<file path="config.mk">
export PLATFORM = sky130hd
export DESIGN_NAME = float32_add_sub
export DESIGN_NICKNAME = d
export VERILOG_FILES = /design/src/design/fas_pkg.sv /design/src/design/fas_core.sv /design/src/design/float32_add_sub.sv
export SDC_FILE = /design/constraint.sdc
export NUM_CORES = 1
export LEC_CHECK = 0
export BUFFER_PORTS_ARGS = -buffer_cell sky130_fd_sc_hd__buf_2
export CELL_PAD_IN_SITES_DETAIL_PLACEMENT = 1
export CELL_PAD_IN_SITES_GLOBAL_PLACEMENT = 2
export CORE_AREA = 10 10 225 227
export DETAILED_ROUTE_END_ITERATION = 7
export DIE_AREA = 0 0 235 237
export GPL_TIMING_DRIVEN = 0
export PLACE_DENSITY_LB_ADDON = 0.1
export SLEW_MARGIN = 20
export SYNTH_ARGS = -nofsm -noshare
export SYNTH_HDL_FRONTEND = slang
export SYNTH_SLANG_ARGS = --single-unit
</file>
<file path="constraint.sdc">
create_clock -name clk -period 31.8 [get_ports clk]
set_input_delay 4.77 -clock clk [delete_from_list [all_inputs] [get_ports clk]]
set_output_delay 4.77 -clock clk [all_outputs]
set_load 0.05 [all_outputs]
</file>
<file path="src/design/fas_pkg.sv">
// Package: shared constants and command codes for the float32 adder/subtractor.
package fas_pkg;

  localparam logic [31:0] SIGN_BIT   = 32'h8000_0000;
  localparam logic [31:0] QNAN_BITS  = 32'h7fc0_0000;
  localparam logic [31:0] INF_BITS   = 32'h7f80_0000;
  localparam logic [24:0] CARRY_LIM  = 25'h100_0000;
  localparam logic [23:0] HIDDEN_BIT = 24'h80_0000;
  localparam int          EXP_BIAS   = 127;

  localparam logic CMD_ADD = 1'b0;
  localparam logic CMD_SUB = 1'b1;

endpackage

</file>
<file path="src/design/fas_core.sv">
// Combinational core: special cases, alignment, add, renormalize and pack.
module fas_core (
  input  logic [31:0] a,
  input  logic [31:0] b,
  output logic [31:0] sum_bits
);

  // Round-half-to-even right shift of a 24-bit significand; n > 23 gives zero.
  function automatic logic [23:0] shr_round(input logic [23:0] v, input logic [8:0] n);
    logic [47:0] wide;
    logic [23:0] q;
    logic [23:0] lost;
    logic [23:0] half;
    logic [23:0] msk;
    begin
      if (n == 9'd0) begin
        shr_round = v;
      end else if (n > 9'd23) begin
        shr_round = '0;
      end else begin
        wide = {v, 24'd0} >> n[4:0];
        q    = wide[47:24];
        msk  = (24'd1 << n[4:0]) - 24'd1;
        lost = v & msk;
        half = 24'd1 << (n[4:0] - 5'd1);
        if (lost > half) shr_round = q + 24'd1;
        else if (lost == half) shr_round = q + {23'd0, q[0]};
        else shr_round = q;
      end
    end
  endfunction

  logic [7:0]  a_ef, b_ef;
  logic        a_sg, b_sg, d_sg;
  logic [23:0] a_m0, b_m0, a_m, b_m;
  logic [24:0] d_m, c_m;
  logic [24:0] r_m;
  logic [8:0]  gap_ab, gap_ba;
  logic signed [9:0] d_e, n_e, f_e;
  logic [4:0]  lz;
  logic [4:0]  sh;
  logic [31:0] arith;

  assign a_ef = a[30:23];
  assign b_ef = b[30:23];
  assign a_sg = a[31];
  assign b_sg = b[31];
  assign a_m0 = (a[30:0] == 31'd0) ? 24'd0 : {1'b1, a[22:0]};
  assign b_m0 = (b[30:0] == 31'd0) ? 24'd0 : {1'b1, b[22:0]};
  assign gap_ab = {1'b0, a_ef} - {1'b0, b_ef};
  assign gap_ba = {1'b0, b_ef} - {1'b0, a_ef};

  always_comb begin
    // align smaller operand to the larger exponent
    a_m = a_m0;
    b_m = b_m0;
    d_e = 10'(signed'({2'b00, b_ef})) - 10'(fas_pkg::EXP_BIAS);
    if (b_ef > a_ef) begin
      a_m = shr_round(a_m0, gap_ba);
    end else if (b_ef < a_ef) begin
      b_m = shr_round(b_m0, gap_ab);
      d_e = 10'(signed'({2'b00, a_ef})) - 10'(fas_pkg::EXP_BIAS);
    end
    // signed magnitude add
    if (a_sg != b_sg) begin
      if (a_m > b_m) begin
        d_m  = {1'b0, a_m - b_m};
        d_sg = a_sg;
      end else begin
        d_m  = {1'b0, b_m - a_m};
        d_sg = b_sg;
      end
    end else begin
      d_m  = {1'b0, a_m} + {1'b0, b_m};
      d_sg = a_sg;
    end
    // leading zero count of the 24-bit significand
    lz = 5'd24;
    for (int i = 0; i < 24; i++) begin
      if (d_m[i]) lz = 5'(23 - i);
    end
    // renormalize
    n_e = d_e;
    r_m = d_m;
    sh  = 5'd0;
    if (d_m >= fas_pkg::CARRY_LIM) begin
      c_m = {1'b0, d_m[24:1]};
      if (d_m[0] && c_m[0]) c_m = c_m + 25'd1;
      n_e = d_e + 10'sd1;
      r_m = c_m;
      if (c_m >= fas_pkg::CARRY_LIM) begin
        r_m = {1'b0, c_m[24:1]};
        n_e = d_e + 10'sd2;
      end
    end else begin
      c_m = d_m;
      // shift left at most down to exponent -127
      if (10'(signed'({5'd0, lz})) > d_e + 10'sd127) sh = 5'(d_e + 10'sd127);
      else sh = lz;
      r_m = d_m << sh;
      n_e = d_e - 10'(signed'({5'd0, sh}));
    end
    f_e = n_e + 10'(fas_pkg::EXP_BIAS);
    if (n_e > 10'sd127) arith = {d_sg, 31'd0} | fas_pkg::INF_BITS;
    else arith = {d_sg, f_e[7:0], r_m[22:0]};
    if (d_m == 25'd0) arith = '0;
    // special operands
    if (a_ef == 8'hff) begin
      if (a[22:0] != 23'd0) sum_bits = a;
      else if (b_ef == 8'hff) begin
        if (b[22:0] != 23'd0) sum_bits = b;
        else sum_bits = (a_sg == b_sg) ? b : fas_pkg::QNAN_BITS;
      end else sum_bits = a;
    end else if (b_ef == 8'hff) begin
      sum_bits = b;
    end else begin
      sum_bits = arith;
    end
  end

endmodule

</file>
<file path="src/design/float32_add_sub.sv">
// Top level: registered single-precision adder/subtractor with stream channels.
// Usage:
//   Input beats carry cmd (0 add, 1 subtract) and two IEEE-754 single words.
//   Each accepted beat produces exactly one output beat holding the result.
// Pipeline: input register, then result register. Throughput: one beat per
//   cycle while out_tready allows; the combinational core between the two
//   registers lets a new beat enter every cycle when the output is not stalled.
// Backpressure: when out_tready is low, the result register holds its beat
//   and the input stage still accepts one more beat into its register; the
//   input side stalls only when both stages are full.
// Reset: rst_n (synchronous, active low) empties both stages; no data state.
// No configuration registers.
module float32_add_sub (
  input  logic        clk,
  input  logic        rst_n,
  input  logic        in_tvalid,
  output logic        in_tready,
  input  logic [71:0] in_tdata,   // [0] cmd, [32:1] operand_a, [64:33] operand_b, zeros
  output logic        out_tvalid,
  input  logic        out_tready,
  output logic [31:0] out_tdata   // [31:0] sum_bits
);

  logic        s1_vld_r, s1_vld_nxt;
  logic [31:0] a_r, b_r;
  logic [31:0] res_r;
  logic        o_vld_r, o_vld_nxt;
  logic [31:0] core_sum;
  logic        adv;

  // stage 2 may load when empty or draining
  assign adv       = !o_vld_r || out_tready;
  assign in_tready = !s1_vld_r || adv;

  fas_core u_core (.a(a_r), .b(b_r), .sum_bits(core_sum));

  always_comb begin
    s1_vld_nxt = s1_vld_r;
    o_vld_nxt  = o_vld_r;
    if (adv) begin
      o_vld_nxt  = s1_vld_r;
      s1_vld_nxt = 1'b0;
    end
    if (in_tvalid && in_tready) s1_vld_nxt = 1'b1;
  end

  always_ff @(posedge clk) begin
    if (!rst_n) begin
      s1_vld_r <= 1'b0;
      o_vld_r  <= 1'b0;
    end else begin
      s1_vld_r <= s1_vld_nxt;
      o_vld_r  <= o_vld_nxt;
    end
  end

  // payload registers; subtract flips operand_b sign on entry
  always_ff @(posedge clk) begin
    if (in_tvalid && in_tready) begin
      a_r <= in_tdata[32:1];
      b_r <= in_tdata[64:33] ^ ((in_tdata[0] == fas_pkg::CMD_SUB) ? fas_pkg::SIGN_BIT : 32'd0);
    end
    if (adv && s1_vld_r) res_r <= core_sum;
  end

  assign out_tvalid = o_vld_r;
  assign out_tdata  = res_r;

endmodule

</file>
==> key figures <==
Timing
  – Slew Limit Fails: 0
  – Final hold vios: 0
  – FMAX: 48.98 MHz
  – Post-layout minimum cycle time: ~20000 ps
  – Rel. slew slack: 0.1952
  – Final setup fails: 0
  – Clock Skews: 16.45 ps
  – Crit share post-route: 0.6420
  – Worst Tran Pin Value: 1198 ps
  – RSZ-0062 raised after global routing: false
  – Fin Setup TNS: 0 ps

Yosys
  – Synth async-reset ratio: 0
  – Number of synthesized flops with an enable pin: 96
  – Synth top area share: 0.1547
  – Synth cell types: between 100 and 150
  – Top cell type by total area after synthesis: edfxtp_1
  – Ys flop type: edfxtp_1
  – Top cells by count, synth: 292 x nand2_1, 189 x nor2_1, 159 x ha_1
  – Area contributors post-synth: edfxtp_1 15%, ha_1 11%, nand2_1 5.9%
  – Most frequent cell after synthesis: nand2_1
  – Seq/Total Area, Yosys: 0.1569
  – Cell count after synthesis: ~2400
  – Flops & latches, synth: 98
  – Syn. warnings: 0
  – Netlist Area Pre-Place: 18630 um2
  – Post-synthesis net count: around 2700
  – Synth Area per Inst: roughly 7.7 um2

Setup path
  – Worst Path Arrival: ~20000 ps
  – Reg-to-Reg End: out_tdata[18]
  – Crit Path Class: flip-flop to flip-flop
  – CP Max Fanout: 10
  – WP data required: approximately 32000 ps
  – Reg2reg start: b_r[23]
  – R2R Setup Slk: 11380 ps
  – Critical-path top delay cell: a2111oi_0
  – CP endpoint kind: flip-flop
  – R2R cell count: 75
  – CP Launch Type: flip-flop
  – CP peak stage delay: between 1000 and 1500 ps

Layout
  – Area Overhead vs Synth: 8.690%
  – Share of cells above drive strength 1: 0.1108
  – Layout fillers: about 5700
  – Fin nets: ~2800
  – Inserted Diodes: 0

Clocking
  – H-tree levels: 3
  – Inserted Clock Buffers: 9
  – Clock sinks: 98
  – Post_cts resized: 0
  – Clk pin slew, worst setup/hold paths: 70 ps
  – Clock latency on the worst-skew pair: 380 ps
  – Root Buffer Master: clkbuf_16
  – CTS tree: built
  – CTS Buffer Depth: 2
  – Cts hold-fix bufs: 0
  – Post-CTS Setup Repair Bufs: 0

Global routing
  – Vias in the first global route: 20895
  – Largest net degree at the start of global routing: 45
  – GRT Total Usage: 0.3141
  – First-pass GRT wire length: between 100000 and 150000 um
  – Initial antenna violation count: 2
  – Global route total overflow: 0

Power
  – Max VDD drop: ~0.053 mV
  – Static leakage: 7.799 nW
  – Design Power: 0.001321 W
  – Power Dens Cells: 65.22 nW/um2

Place
  – Post-detail-place hpwl: between 70000 and 80000 um
  – Routability cong.: 1.017
  – Quantity of I/O buffers inserted on ports: 102

Floorplanning
  – Die Span X: 235 um
  – I/O pins: 110
  – Initial Utilization: 0.4036
  – Core Region: 46160 um2
  – Die Y: approximately 240 um
  – FP Rows: 79
  – Total Die Area: 55700 um2

Detailed routing
  – DRC: 0
  – Via Count: between 20000 and 25000
  – Final ANT Viol Nets: 0
  – DR WL/cell: 29.05 um
  – DR vias/cell: 6.608
  – Initial DRT Pass Iterations: 7
  – Total Wirelength: between 90000 and 100000 um
  – Drt first-iter violations: 2092

Min path
  – WHS Path Cells: 1
  – Worst Hold Class: flip-flop to flip-flop
  – Hold Startpoint: s1_vld_r
  – Hold EP: out_tvalid

Outcome
  – Status: completed

Run
  – Max_cap viols: 0
## report_power, final
group	total [W]	switching, W	internal [W]	leakage, nW
Combinational	0.00102	0.000674	0.000346	6.73
Sequential	0.000187	0.0000207	0.000166	0.942
Clock	0.000114	0.0000532	0.0000604	0.128
## placed cells by master, fill, tap and decap left out, types with 39 or more instances in the layout
cell,count
mux2i_1,78
nand3_1,82
xor2_1,42
a22o_1,45
o21ai_0,114
nand2_1,292
a21o_1,39
xnor2_1,76
buf_2,129
nand4_1,39
nor2b_1,50
inv_1,108
nor2_1,189
o21a_1,40
ha_1,159
a21oi_1,128
edfxtp_1,96
nor3_1,69
clkbuf_1,86
## routing by layer
layer	wire length (um)	share of wire	vias up	GRT usage
li1	-	-	9336	-
met1	38510	0.42	10353	0.3995
met2	41460	0.45	892	0.5076
met3	6931	0.076	246	0.06044
met4	4660	0.051	2	0.1386
met5	10	0.00011	-	0
## stage by stage
| stage | cell area (um2) | std cells | worst slack [ps] | hold WS [ps] | utilization |
|---|---|---|---|---|---|
| 2_1_floorplan | 18630 | 2426 | 17010 | 476.8 | - |
| 3_3_place_gp | 19900 | 3135 | 12160 | 492.3 | 0.4311 |
| 3_5_place_dp | 19960 | 3137 | 11940 | 521.8 | 0.4324 |
| 4_1_cts | 20240 | 3152 | 11890 | 542.5 | 0.4385 |
| 5_1_grt | 20250 | 3152 | 10370 | 574.5 | 0.4387 |
| 6_report | 20250 | 3152 | 11380 | 542.3 | 0.4387 |
## worst max-delay path by stage
stage / from / end / slack (ps) / depth (start not counted)
6_report: b_r[23] / out_tdata[18] / 11380 / 75
5_1_grt: b_r[23] / out_tdata[18] / 10370 / 77
4_1_cts: b_r[23] / out_tdata[18] / 11890 / 75
3_5_place_dp: b_r[23] / out_tdata[18] / 11940 / 75
3_3_place_gp: a_r[23] / out_tdata[15] / 12160 / 69
2_1_floorplan: b_r[23] / out_tdata[30] / 17010 / 73
## sequential cells by signal, summed over array words and instances (netlist names)
name        flops
out_tdata      32
a_r            32
out_tvalid      1
b_r            32
s1_vld_r        1
## area by class of cell
| type | instances | area (um2) | area share |
|---|---|---|---|
| Inverter | 114 | 427.9 | 0.02113 |
| Tap cell | 607 | 759.5 | 0.03751 |
| Timing Repair Buffer | 104 | 558.0 | 0.02756 |
| Sequential cell | 98 | 2923 | 0.1443 |
| Buffer | 139 | 608.1 | 0.03003 |
| Clock inverter | 5 | 56.30 | 0.002781 |
| Clock buffer | 10 | 229.0 | 0.01131 |
| Multi-Input combinational cell | 2075 | 14690 | 0.7253 |
## cell families (layout without fill, tap and decap cells)
kind of cell	Yosys count	after routing	synth area share
simple gates	940	940	0.2505
xor+xnor	119	119	0.05635
flops	98	98	0.1569
compound gates	721	721	0.2766
mux	130	130	0.09087
fa+ha+maj	165	165	0.1132
buf+inv	253	372	0.05561
## critical path: cells and delay by family, from the launching register on
family          cells  cell delay, ps
flops               1             460
xor+xnor            3            1030
simple gates       24            5740
fa+ha+maj           7            1930
compound gates     29            7850
buf+inv            12            3120
(Power assumes the default switching activity.)
